`src/rtl/core/pqfs_pkg.sv`:
```
package pqfs_pkg;

   localparam int QUEUE_DEPTH_DEF = 16;
   localparam int FLIT_BYTES_DEF  = 16;

   localparam int NODE_W  = 8;
   localparam int CHAN_W  = 2;
   localparam int LEN_W   = 16;
   localparam int ADDR_W  = 32;
   localparam int STAMP_W = 32;
   localparam int SEQ_W   = 13;
   localparam int VB_W    = 5;
   localparam int KIND_W  = 2;
   localparam int LIMIT_W = 5;
   localparam int CSR_W   = 8;
   localparam int CSR_IDX_W = 1;

   localparam logic [LIMIT_W-1:0] LIMIT_RESET = 5'd16;

   localparam logic OP_ENQUEUE = 1'b0;
   localparam logic OP_SEND    = 1'b1;

   localparam logic [CSR_IDX_W-1:0] CSR_OWN_NODE    = 1'b0;
   localparam logic [CSR_IDX_W-1:0] CSR_QUEUE_LIMIT = 1'b1;

   localparam logic [KIND_W-1:0] KIND_HEAD = 2'd0;
   localparam logic [KIND_W-1:0] KIND_BODY = 2'd1;
   localparam logic [KIND_W-1:0] KIND_TAIL = 2'd2;

   typedef struct packed {
      logic [NODE_W-1:0]  dest;
      logic [CHAN_W-1:0]  chan;
      logic               write;
      logic [LEN_W-1:0]   len;
      logic [ADDR_W-1:0]  addr;
      logic [STAMP_W-1:0] stamp;
   } entry_type;

   typedef struct packed {
      logic               valid;
      logic [KIND_W-1:0]  kind;
      logic [NODE_W-1:0]  dest;
      logic [CHAN_W-1:0]  chan;
      logic [SEQ_W-1:0]   seq_index;
      logic [SEQ_W-1:0]   seq_total;
      logic               write;
      logic [ADDR_W-1:0]  addr;
      logic [LEN_W-1:0]   len;
      logic [VB_W-1:0]    valid_bytes;
      logic [STAMP_W-1:0] stamp;
   } flit_word_type;

endpackage

```
`src/rtl/core/pqfs_ram.sv`:
```
module pqfs_ram #(
   parameter int WIDTH = 8,
   parameter int DEPTH = 16
) (
   input  logic                     clock,
   input  logic                     wr_en,
   input  logic [$clog2(DEPTH)-1:0] wr_addr,
   input  logic [WIDTH-1:0]         wr_data,
   input  logic [$clog2(DEPTH)-1:0] rd_addr,
   output logic [WIDTH-1:0]         rd_data
);

   logic [WIDTH-1:0] mem [DEPTH];
   logic [WIDTH-1:0] rd_data_ff;

   always_ff @(posedge clock) begin
      if (wr_en) begin
         mem[wr_addr] <= wr_data;
      end
      rd_data_ff <= mem[rd_addr];
   end

   assign rd_data = rd_data_ff;

endmodule

```
`src/rtl/core/pqfs_sizer.sv`:
```
module pqfs_sizer import pqfs_pkg::*; #(
   parameter int FLIT_BYTES = FLIT_BYTES_DEF,
   parameter int TOT_W      = 13
) (
   input  logic             is_write,
   input  logic [LEN_W-1:0] byte_len,
   output logic [TOT_W-1:0] total
);

   localparam int X_W   = LEN_W + 1;
   localparam int K     = $clog2(FLIT_BYTES);
   localparam int S     = X_W + K;
   localparam int M_W   = X_W + 1;
   localparam int RECIP_INT = (2 ** S + FLIT_BYTES - 1) / FLIT_BYTES;
   localparam logic [M_W-1:0] RECIP = M_W'(RECIP_INT);
   localparam int P_W   = X_W + M_W;

   logic [X_W-1:0] padded;
   logic [P_W-1:0] prod;
   logic [X_W-1:0] body;

   assign padded = {1'b0, byte_len} + X_W'(FLIT_BYTES - 1);
   assign prod   = P_W'(padded) * P_W'(RECIP);
   assign body   = X_W'(prod >> S);
   assign total  = (is_write ? TOT_W'(body) : TOT_W'(0)) + TOT_W'(2);

endmodule

```
`src/rtl/core/pqfs_framer.sv`:
```
module pqfs_framer import pqfs_pkg::*; #(
   parameter int FLIT_BYTES = FLIT_BYTES_DEF,
   parameter int TOT_W      = 13,
   parameter int OFF_W      = LEN_W + 1
) (
   input  entry_type        entry,
   input  logic [TOT_W-1:0] total,
   input  logic [TOT_W-1:0] remaining,
   input  logic [OFF_W-1:0] offset,
   output flit_word_type    flit,
   output logic [TOT_W-1:0] remaining_next,
   output logic [OFF_W-1:0] offset_next,
   output logic             pop
);

   logic [TOT_W-1:0]  rem_eff;
   logic [TOT_W-1:0]  seq;
   logic [KIND_W-1:0] kind;
   logic              is_body;
   logic [OFF_W-1:0]  rest;
   logic [OFF_W-1:0]  vb;

   always_comb begin
      rem_eff = (remaining == '0) ? total : remaining;
      seq     = total - rem_eff;
      if (rem_eff == total) begin
         kind = KIND_HEAD;
      end else if (rem_eff == TOT_W'(1)) begin
         kind = KIND_TAIL;
      end else begin
         kind = KIND_BODY;
      end
      is_body = (kind == KIND_BODY);
      rest    = OFF_W'(entry.len) - offset;
      if (!is_body) begin
         vb = '0;
      end else if (rest < OFF_W'(FLIT_BYTES)) begin
         vb = rest;
      end else begin
         vb = OFF_W'(FLIT_BYTES);
      end

      flit.valid       = 1'b1;
      flit.kind        = kind;
      flit.dest        = entry.dest;
      flit.chan        = entry.chan;
      flit.seq_index   = SEQ_W'(seq);
      flit.seq_total   = SEQ_W'(total);
      flit.write       = entry.write;
      flit.addr        = entry.addr + (is_body ? ADDR_W'(offset) : ADDR_W'(0));
      flit.len         = entry.len;
      flit.valid_bytes = VB_W'(vb);
      flit.stamp       = entry.stamp;

      remaining_next = rem_eff - TOT_W'(1);
      pop            = (rem_eff == TOT_W'(1));
      if (kind == KIND_HEAD) begin
         offset_next = '0;
      end else if (is_body) begin
         offset_next = offset + OFF_W'(FLIT_BYTES);
      end else begin
         offset_next = offset;
      end
   end

endmodule

```
`src/rtl/core/packet_queue_flit_segmenter.sv`:
```
// A taken start moves the state register to a work state, which sets registered rsp_strobe,
// high for one cycle. Start is refused while busy; busy covers the work state, in which the
// packet queue memory (one write port, one registered read port) is written or its read used.
// Reset: synchronous, active high; clears pointers, occupancy, flit progress and own node;
// limit CSR resets to 16. Queue memory is not cleared. The receiver cannot stall rsp_strobe.
module packet_queue_flit_segmenter import pqfs_pkg::*; #(
   parameter int QUEUE_DEPTH = QUEUE_DEPTH_DEF,
   parameter int FLIT_BYTES  = FLIT_BYTES_DEF
) (
   input  logic                 clock,
   input  logic                 reset,

   input  logic                 start,
   output logic                 busy,
   input  logic                 req_op,
   input  logic                 req_is_write,
   input  logic [NODE_W-1:0]    req_dest_node,
   input  logic [NODE_W-1:0]    req_mem_node,
   input  logic [ADDR_W-1:0]    req_base_addr,
   input  logic [LEN_W-1:0]     req_byte_len,
   input  logic [CHAN_W-1:0]    req_chan,
   input  logic [STAMP_W-1:0]   req_stamp,

   output logic                 rsp_strobe,
   output logic                 rsp_status,
   output logic                 rsp_flit_valid,
   output logic [KIND_W-1:0]    rsp_flit_kind,
   output logic [NODE_W-1:0]    rsp_flit_dest,
   output logic [CHAN_W-1:0]    rsp_flit_chan,
   output logic [SEQ_W-1:0]     rsp_seq_index,
   output logic [SEQ_W-1:0]     rsp_seq_total,
   output logic                 rsp_flit_write,
   output logic [ADDR_W-1:0]    rsp_flit_addr,
   output logic [LEN_W-1:0]     rsp_flit_len,
   output logic [VB_W-1:0]      rsp_valid_bytes,
   output logic [STAMP_W-1:0]   rsp_flit_stamp,

   input  logic                 csr_we,
   input  logic [CSR_IDX_W-1:0] csr_index,
   input  logic [CSR_W-1:0]     csr_wdata
);

   localparam int PTR_W    = $clog2(QUEUE_DEPTH);
   localparam int OCC_W    = $clog2(QUEUE_DEPTH + 1);
   localparam int CMP_W    = (OCC_W > LIMIT_W) ? OCC_W : LIMIT_W;
   localparam int BODY_MAX = ((1 << LEN_W) - 1 + FLIT_BYTES - 1) / FLIT_BYTES;
   localparam int TOT_W    = $clog2(BODY_MAX + 3);
   localparam int OFF_W    = LEN_W + 1;
   localparam int RAM_W    = $bits(entry_type) + TOT_W;

   localparam logic [1:0] ST_IDLE = 2'd0;
   localparam logic [1:0] ST_ENQ  = 2'd1;
   localparam logic [1:0] ST_SEND = 2'd2;

   logic [1:0]         state_ff, state_in;
   logic [PTR_W-1:0]   read_ptr_ff, read_ptr_in;
   logic [PTR_W-1:0]   write_ptr_ff, write_ptr_in;
   logic [OCC_W-1:0]   occupancy_ff, occupancy_in;
   logic [TOT_W-1:0]   remaining_ff, remaining_in;
   logic [OFF_W-1:0]   offset_ff, offset_in;
   logic [NODE_W-1:0]  own_node_ff;
   logic [LIMIT_W-1:0] queue_limit_ff;
   logic               rsp_strobe_ff, rsp_strobe_in;
   logic               rsp_status_ff, rsp_status_in;
   flit_word_type      rsp_flit_ff, rsp_flit_in;
   entry_type          req_ff, req_in;

   logic               accept;
   logic               full;
   logic [TOT_W-1:0]   enq_total;
   logic               ram_we;
   logic [RAM_W-1:0]   ram_rd_data;
   entry_type          rd_entry;
   logic [TOT_W-1:0]   rd_total;
   flit_word_type      framed;
   logic [TOT_W-1:0]   remaining_next;
   logic [OFF_W-1:0]   offset_next;
   logic               pop;

   assign accept = start && !busy;
   assign busy   = (state_ff != ST_IDLE);

   always_comb begin
      req_in.dest  = (req_mem_node != '0) ? req_mem_node : req_dest_node;
      req_in.chan  = req_chan;
      req_in.write = req_is_write;
      req_in.len   = req_byte_len;
      req_in.addr  = req_base_addr;
      req_in.stamp = req_stamp;
   end

   pqfs_sizer #(
      .FLIT_BYTES (FLIT_BYTES),
      .TOT_W      (TOT_W)
   ) u_sizer (
      .is_write (req_ff.write),
      .byte_len (req_ff.len),
      .total    (enq_total)
   );

   assign full = (occupancy_ff >= OCC_W'(QUEUE_DEPTH)) ||
                 (CMP_W'(occupancy_ff) >= CMP_W'(queue_limit_ff));
   assign ram_we = (state_ff == ST_ENQ) && !full;

   pqfs_ram #(
      .WIDTH (RAM_W),
      .DEPTH (QUEUE_DEPTH)
   ) u_queue_ram (
      .clock   (clock),
      .wr_en   (ram_we),
      .wr_addr (write_ptr_ff),
      .wr_data ({req_ff, enq_total}),
      .rd_addr (read_ptr_ff),
      .rd_data (ram_rd_data)
   );

   assign rd_entry = entry_type'(ram_rd_data[RAM_W-1:TOT_W]);
   assign rd_total = ram_rd_data[TOT_W-1:0];

   pqfs_framer #(
      .FLIT_BYTES (FLIT_BYTES),
      .TOT_W      (TOT_W),
      .OFF_W      (OFF_W)
   ) u_framer (
      .entry          (rd_entry),
      .total          (rd_total),
      .remaining      (remaining_ff),
      .offset         (offset_ff),
      .flit           (framed),
      .remaining_next (remaining_next),
      .offset_next    (offset_next),
      .pop            (pop)
   );

   always_comb begin
      state_in      = state_ff;
      read_ptr_in   = read_ptr_ff;
      write_ptr_in  = write_ptr_ff;
      occupancy_in  = occupancy_ff;
      remaining_in  = remaining_ff;
      offset_in     = offset_ff;
      rsp_strobe_in = 1'b0;
      rsp_status_in = 1'b0;
      rsp_flit_in   = '0;
      case (state_ff)
         ST_IDLE: begin
            if (accept) begin
               state_in = (req_op == OP_SEND) ? ST_SEND : ST_ENQ;
            end
         end
         ST_ENQ: begin
            state_in      = ST_IDLE;
            rsp_strobe_in = 1'b1;
            rsp_status_in = full;
            if (!full) begin
               write_ptr_in = (write_ptr_ff == PTR_W'(QUEUE_DEPTH - 1)) ?
                              '0 : write_ptr_ff + PTR_W'(1);
               occupancy_in = occupancy_ff + OCC_W'(1);
            end
         end
         ST_SEND: begin
            state_in      = ST_IDLE;
            rsp_strobe_in = 1'b1;
            if (occupancy_ff != '0) begin
               rsp_flit_in  = framed;
               remaining_in = remaining_next;
               offset_in    = offset_next;
               if (pop) begin
                  read_ptr_in  = (read_ptr_ff == PTR_W'(QUEUE_DEPTH - 1)) ?
                                 '0 : read_ptr_ff + PTR_W'(1);
                  occupancy_in = occupancy_ff - OCC_W'(1);
               end
            end
         end
         default: begin
            state_in = ST_IDLE;
         end
      endcase
   end

   always_ff @(posedge clock) begin
      if (reset) begin
         state_ff       <= ST_IDLE;
         read_ptr_ff    <= '0;
         write_ptr_ff   <= '0;
         occupancy_ff   <= '0;
         remaining_ff   <= '0;
         offset_ff      <= '0;
         rsp_strobe_ff  <= 1'b0;
         own_node_ff    <= '0;
         queue_limit_ff <= LIMIT_RESET;
      end else begin
         state_ff      <= state_in;
         read_ptr_ff   <= read_ptr_in;
         write_ptr_ff  <= write_ptr_in;
         occupancy_ff  <= occupancy_in;
         remaining_ff  <= remaining_in;
         offset_ff     <= offset_in;
         rsp_strobe_ff <= rsp_strobe_in;
         if (csr_we) begin
            case (csr_index)
               CSR_OWN_NODE:    own_node_ff    <= csr_wdata;
               CSR_QUEUE_LIMIT: queue_limit_ff <= csr_wdata[LIMIT_W-1:0];
               default: begin
               end
            endcase
         end
      end
   end

   always_ff @(posedge clock) begin
      if (accept) begin
         req_ff <= req_in;
      end
      rsp_status_ff <= rsp_status_in;
      rsp_flit_ff   <= rsp_flit_in;
   end

   assign rsp_strobe      = rsp_strobe_ff;
   assign rsp_status      = rsp_status_ff;
   assign rsp_flit_valid  = rsp_flit_ff.valid;
   assign rsp_flit_kind   = rsp_flit_ff.kind;
   assign rsp_flit_dest   = rsp_flit_ff.dest;
   assign rsp_flit_chan   = rsp_flit_ff.chan;
   assign rsp_seq_index   = rsp_flit_ff.seq_index;
   assign rsp_seq_total   = rsp_flit_ff.seq_total;
   assign rsp_flit_write  = rsp_flit_ff.write;
   assign rsp_flit_addr   = rsp_flit_ff.addr;
   assign rsp_flit_len    = rsp_flit_ff.len;
   assign rsp_valid_bytes = rsp_flit_ff.valid_bytes;
   assign rsp_flit_stamp  = rsp_flit_ff.stamp;

   a_occupancy_bound: assert property (@(posedge clock) disable iff (reset)
      occupancy_ff <= OCC_W'(QUEUE_DEPTH))
      else $error("occupancy above queue depth");

   a_strobe_after_work: assert property (@(posedge clock) disable iff (reset)
      rsp_strobe_ff |-> ($past(state_ff) == ST_ENQ || $past(state_ff) == ST_SEND))
      else $error("result strobe without a work cycle");

   a_accept_goes_busy: assert property (@(posedge clock) disable iff (reset)
      accept |=> busy)
      else $error("accepted transaction did not raise busy");

   a_flit_not_refused: assert property (@(posedge clock) disable iff (reset)
      (rsp_strobe_ff && rsp_flit_ff.valid) |-> !rsp_status_ff)
      else $error("flit carried a refusal status");

endmodule
```
`config.mk`:
```
export PLATFORM = sky130hd
export DESIGN_NAME = packet_queue_flit_segmenter
export DESIGN_NICKNAME = d
export VERILOG_FILES = /design/src/rtl/core/pqfs_pkg.sv /design/src/rtl/core/pqfs_ram.sv /design/src/rtl/core/pqfs_sizer.sv /design/src/rtl/core/pqfs_framer.sv /design/src/rtl/core/packet_queue_flit_segmenter.sv
export SDC_FILE = /design/constraint.sdc
export NUM_CORES = 2
export LEC_CHECK = 0
export BUFFER_PORTS_ARGS = -buffer_cell sky130_fd_sc_hd__buf_2
export CAP_MARGIN = 40
export CORE_MARGIN = 5
export CORE_UTILIZATION = 60
export CTS_CLUSTER_DIAMETER = 80
export CTS_CLUSTER_SIZE = 28
export DETAILED_ROUTE_END_ITERATION = 7
export PLACE_DENSITY = 0.77
export RECOVER_POWER = 25
export SETUP_SLACK_MARGIN = 0.05
export SYNTH_ARGS = -nofsm -noshare
export SYNTH_HDL_FRONTEND = slang
export SYNTH_SLANG_ARGS = --single-unit
```
`constraint.sdc`:
```
create_clock -name clock -period 11.52 [get_ports clock]
set_clock_uncertainty 0.05 [all_clocks]
set_input_delay 1.728 -clock clock [delete_from_list [all_inputs] [get_ports clock]]
set_output_delay 1.728 -clock clock [all_outputs]
set_load 0.01 [all_outputs]
```
After elaboration in Yosys (flattened, before gate mapping)
Memory sizes are Yosys's and may differ from the RTL's. A register that Yosys moved wholly into a read port is not among the register bits. Index checks and enable logic that the tools add are counted. W data, S select, Z words.

Register bits after elaboration: 268. Memory bits (writable): 1664. Input port bits: 113. Output and inout bits: 128. Logic and storage cells: 98. Memories kept: 1.

Add/sub/neg operators: 11. $lt $le $gt $ge: 3. Equality and inequality tests: 10. Multiplexer cells: 21. Bitwise logic cells: 2. Reductions and logical operators: 23.

Memory list: u_queue_ram.mem (depth 16, bits a word 104, rd ports 1, clocked after Yosys merged registers in 1, wr ports 1, RTL line pqfs_ram.sv:13) `logic [WIDTH-1:0] mem [DEPTH];`.

Operators by type and width (count): $mux W125 (1); $mux W17 (3); $add A32 B32 Y32 (1); $mux W13 (2); $mux W5 (5); $add A16 B4 Y17 const B (1); $add A17 B5 Y17 const B (1); $lt A17 B5 Y1 const B (1); $sub A16 B17 Y17 (1); $add A13 B2 Y13 const B (1); $eq A13 B1 Y1 const B (1); $eq A13 B13 Y1 (1); $logic_not A13 Y1 (1); $sub A13 B1 Y13 const B (1); $sub A13 B13 Y13 (1); $pmux W5 S2 (1); $reduce_and A3 Y1 (3); $add A4 B1 Y4 const B (2); $eq A4 B4 Y1 const B (2); $mux W4 (2); $mux W8 (1); $reduce_and A4 Y1 (2); $reduce_bool A8 Y1 (1); $mux W2 (3); 17 further kinds (31).

Logic depth before layout (Yosys ltp)
Depth after elaboration: 9. Gate-level depth with buffers: 25. Gate-level depth less buffers: 18.

Cells and area by module
Synthesis repeated with hierarchy kept, for this count alone.

Cells, all modules: 3985. Area, all modules: 77325.4 sq um.

Modules (own cells, without submodules): pqfs_ram (instances 1, cells an instance 2662, area each 64236.6 sq um, seq. area each 52049.9 sq um); packet_queue_flit_segmenter (instances 1, cells an instance 634, area each 8369.3 sq um, seq. area each 6276.0 sq um); pqfs_framer (instances 1, cells an instance 615, area each 4196.5 sq um, seq. area each 0.0 sq um); pqfs_sizer (instances 1, cells an instance 74, area each 523.0 sq um, seq. area each 0.0 sq um).

Least setup slack after synthesis
No wires, ideal clock.

Path type: register to register. Start point: register occupancy_ff[0]. End point: memory u_queue_ram.mem[3][0] (netlist name), enable pin. Setup time: 0.694 ns. Arrival: 8.610 ns. Required time: 10.776 ns. Setup slack: 2.166 ns. Cell stages (with the launch flop): 9. Path buffers: 0. Period minus slack after synthesis: 9.354 ns. Cell sequence: dfxtp_1 > inv_1 > ha_1 > nand2b_1 > a21o_1 > a21o_1 > a21oi_1 > o2111ai_1 > nor3_1.

Cells in the longest elaborated chain, start to end: 6. Elaborated cells on any way between the ends: 7. Classes of those cells: order compare (2); mux (2); reduce/logical (3).

RTL lines: start: declaration (RTL line packet_queue_flit_segmenter.sv:58) `logic [OCC_W-1:0] occupancy_ff, occupancy_in;`; start signal: assignment (RTL line packet_queue_flit_segmenter.sv:196) `occupancy_ff <= occupancy_in;`; $ge A5 B5 Y1 (on tied branches) (RTL line packet_queue_flit_segmenter.sv:101, packet_queue_flit_segmenter.sv:102); $logic_or A1 B1 Y1 (*) (RTL line packet_queue_flit_segmenter.sv:101) `assign full = (occupancy_ff >= OCC_W'(QUEUE_DEPTH)) ||`; $logic_not A1 Y1 (*); $logic_and A1 B1 Y1 (*) (RTL line packet_queue_flit_segmenter.sv:103) `assign ram_we = (state_ff == ST_ENQ) && !full;`; $mux W1 (*) (RTL line pqfs_ram.sv:17) `if (wr_en) begin`; $mux W1 (implied by the code) (*) (RTL line pqfs_ram.sv:18) `mem[wr_addr] <= wr_data;`; end: declaration (RTL line pqfs_ram.sv:13).

Mark *: on every way between the ends. The rest lies on a longest branch, timed or not.

Final worst setup path
Start point: register remaining_ff[5]. End point: register rsp_flit_ff (netlist bit rsp_flit_addr[26]).

Cells in the longest elaborated chain, start to end: 8. Elaborated cells on any way between the ends: 9. Classes of those cells: add/sub (1); eq/ne (3); mux (4); reduce/logical (1).

RTL lines: start: declaration (RTL line packet_queue_flit_segmenter.sv:59) `logic [TOT_W-1:0] remaining_ff, remaining_in;`; start signal: assignment (RTL line packet_queue_flit_segmenter.sv:197) `remaining_ff <= remaining_in;`; $logic_not A13 Y1 (RTL line pqfs_framer.sv:24) `rem_eff = (remaining == '0) ? total : remaining;`; $mux W13 (*) (RTL line pqfs_framer.sv:24); $eq A13 B1 Y1 (RTL line pqfs_framer.sv:28) `end else if (rem_eff == TOT_W'(1)) begin`; $mux W2 (RTL line pqfs_framer.sv:28); $mux W2 (*) (RTL line pqfs_framer.sv:26) `if (rem_eff == total) begin`; $eq A2 B1 Y1 (*) (RTL line pqfs_framer.sv:33) `is_body = (kind == KIND_BODY);`; $mux W17 (*) (RTL line pqfs_framer.sv:50) `flit.addr = entry.addr + (is_body ? ADDR_W'(offset) : ADDR_W'(0));`; $add A32 B32 Y32 (*) (RTL line pqfs_framer.sv:50); end signal: assignment (RTL line packet_queue_flit_segmenter.sv:216) `rsp_flit_ff <= rsp_flit_in;`; end: declaration (RTL line packet_queue_flit_segmenter.sv:65) `flit_word_type rsp_flit_ff, rsp_flit_in;`.

Marks and branches as above. A chain may end at the register's enable or synchronous reset.

==> impl_metrics.ini <==
[clock_tree]
worstSkewPairLatency_ns = 0.75
cts_root_buffer = clkbuf_16
holdBufCountCts = 0
post_cts_resized = 0
path_clk_slew_ns = 0.10
cts_buffers = 90
htree_levels = 3
clock-sinks = 2032
cts_tree = done
post-cts-setup-buffers = 0
cts_buffer_depth = 3

[floorplan]
start_util_pct = 60.18
dieWidth_um = 367.2
ios = 241
die_y_um = 367.2
die_area_mm2 = 0.1348
fp.coreArea_mm2 = 0.1272
num_rows = 131

[logic_synthesis]
synth_cell_types = 89
synth.cell_area_mm2 = 0.07654
ys_top_cells_by_count = edfxtp_1 (1755), mux4_2 (520), dfxtp_1 (277)
synth_top_area_share_pct = 68.86
ys_seq_area_share_pct = 76.10
synth_area_per_cell_um2 = 21.08
ys_warn_count = 0
synth-edff-count = 1755
synth_seq_cells = 2032
netlist_top_cells_area = edfxtp_1 (69%), mux4_2 (15%), dfxtp_1 (7.2%)
yosysTopAreaCell = edfxtp_1
synth-async-reset-ratio_pct = 0
yosysMostFrequentCell = edfxtp_1
syn_inst = 3630
synth_top_flop_cell = edfxtp_1

[final_layout]
nNetsFinal = 4054
drive_above_1_share_pct = 26.02
num-fill-cells = 8039
multiInputGateArea_mm2 = 0.01751
areaGrowthSynthToFinish_pct = 8.712
regArea_mm2 = 0.05826

[pwr]
power_mw = 12.36
leakage_nw = 26.23
p_per_area_mw_per_mm2 = 148.5
ir_worst_vdd_mv = 0.1554

[outcome]
status = completed

[critical_path]
slowest_delay_ns = 0.82
critPathKind = register to register
crit_path_max_fanout = 29
cp_top_family = simple AND/OR/NAND/NOR gates
cp-start-kind = register
cp.depth = 19
reg2reg_depth = 19
worstPathRequired_ns = 12.10
crit_chain = or4_4 > nor4_4 > buf_4 > a21oi_1 > ha_1 > nand2_1 > nor3_1 > o21ai_1 > nor4_4 > buf_4 > nor3_1 > ha_1 > a21oi_1 > o21ai_0 > and2_1 > nor3_1 > o31a_1 > o21ai_0 > a21oi_1
cp-end-kind = register
arrival_ns = 6.29
crit_slowest_cell = o31a_1
crit_buf_inv = 2

[timing]
period_share_pct = 49.52
worst_pin_slew_ns = 1.110
max_slew_margin_pct = 26.03
rsz0062_at_grt = no
slew_viol_final = 0
setup_viol = 0
hold_viol = 0
post-route-min-period_ns = 5.704
max_freq_mhz = 175.3
fin_setup_tns_ns = 0
fin_ws_ns = 5.816

[global_route]
overflow = 0
track_usage_pct = 25.01
antenna_found_initial = 7
grt_pass1_wl_mm = 247.1
grt_pass1_vias = 36450
grt_max_degree = 165

[place]
preCtsSetupSlack_ns = 6.015
dp_hpwl_mm = 94.07
portBuffers = 237
gp_congestion = 0.8681

[routing]
wl_per_cell_um = 29.92
wirelength_mm = 168.3
drc = 0
drt_iter0_drc = 4529
num_vias = 36330
firstDrtPassIters = 6
drtAntennaViolNets = 0
routed_via_density = 6.460

[run]
cap_viol_max_count = 0

[worst_hold_path]
hold_class = register to register
holdPathStages = 1
-- state kept, by name, indices dropped and copies added, names as in the netlist, 13 cells and up --
name,cells
u_queue_ram.mem,1664
u_queue_ram.rd_data,104
req_ff,91
rsp_flit_addr,32
rsp_flit_stamp,32
rsp_flit_len,16
offset_ff,13
remaining_ff,13
rsp_seq_index,13
rsp_seq_total,13
-- cell type report --
type | instances | share of cell area (%)
Antenna cell | 3 | 0.009022
Clock buffer | 133 | 2.962
Clock inverter | 36 | 0.5278
Inverter | 64 | 0.2902
Multi-Input combinational cell | 1371 | 21.04
Sequential cell | 2032 | 70.02
Tap cell | 1662 | 2.499
Timing Repair Buffer | 323 | 2.653
-- cell usage in the layout, fill, tap and decap left out, drive strengths merged, types with 5 or more instances in the layout --
cell type	synthesis	final
o21ai	69	69
a211oi	6	6
edfxtp	1755	1755
nor2b	21	21
a21oi	86	86
nand2	58	58
nand4	10	10
clkinv	1	18
o32ai	6	6
nor2	91	91
buf	56	322
xor2	23	23
dfxtp	277	277
nor3	38	38
nand2b	20	20
nor4	16	16
inv	63	76
a211o	7	7
o31ai	15	15
nand3	28	28
o22ai	6	6
and3	20	20
ha	56	56
clkinvlp	0	5
and2	76	76
conb	2	8
mux2i	16	16
o211ai	12	12
clkbuf	113	134
or3	31	31
mux4	520	520
xnor2	25	25
or4	8	8
a21o	25	25
-- cells by family (layout without fill, tap and decap cells) --
kind of cell             Yosys count  after routing  share of synthesized area (%)
flip-flops                      2032           2032                          76.10
multiplexers                     539            539                          15.56
AND/OR/NAND/NOR                  434            434                          3.119
AO/OA/AOI/OAI                    282            282                          2.470
buffers and inverters            233            556                          1.184
adder cells (fa/ha/maj)           60             60                          1.009
XOR/XNOR                          48             48                         0.5493
other                              2             11                       0.009812
-- routing by layer --
metal	up-vias	wire [µm]	GRT usage, %
li1	15330	-	-
met1	19010	65870	36.10
met2	1757	82660	40.14
met3	227	14480	4.479
met4	2	5230	7.457
met5	-	13	0
-- power by group --
| part | internal (mW) | switching [mW] |
|---|---|---|
| sequential | 8.08 | 0.114 |
| combinational | 0.118 | 0.194 |
| clock | 1.59 | 2.26 |
| total | 9.79 | 2.57 |
-- path summary, 6_finish.rpt --
check                                             start                 end  slack, ns
worst min register to register  u_queue_ram.rd_data[29]  rsp_flit_stamp[16]       0.38
worst max-delay path                    remaining_ff[5]   rsp_flit_addr[26]       5.82
worst min-delay path            u_queue_ram.rd_data[29]  rsp_flit_stamp[16]       0.38
worst max register to register          remaining_ff[5]   rsp_flit_addr[26]       5.82
-- stage by stage --
step	cell area, µm²	utilization, %	hold WS (ns)	std cells
floorplan	76560	-	0.3557	3636
global placement	79810	62.75	0.3636	5426
detailed placement	80290	63.13	0.3620	5451
CTS	83190	65.41	0.3897	5620
global route	83200	65.41	0.4068	5621
finish	83210	65.42	0.3835	5624
Power figures use the tool's default switching activity.
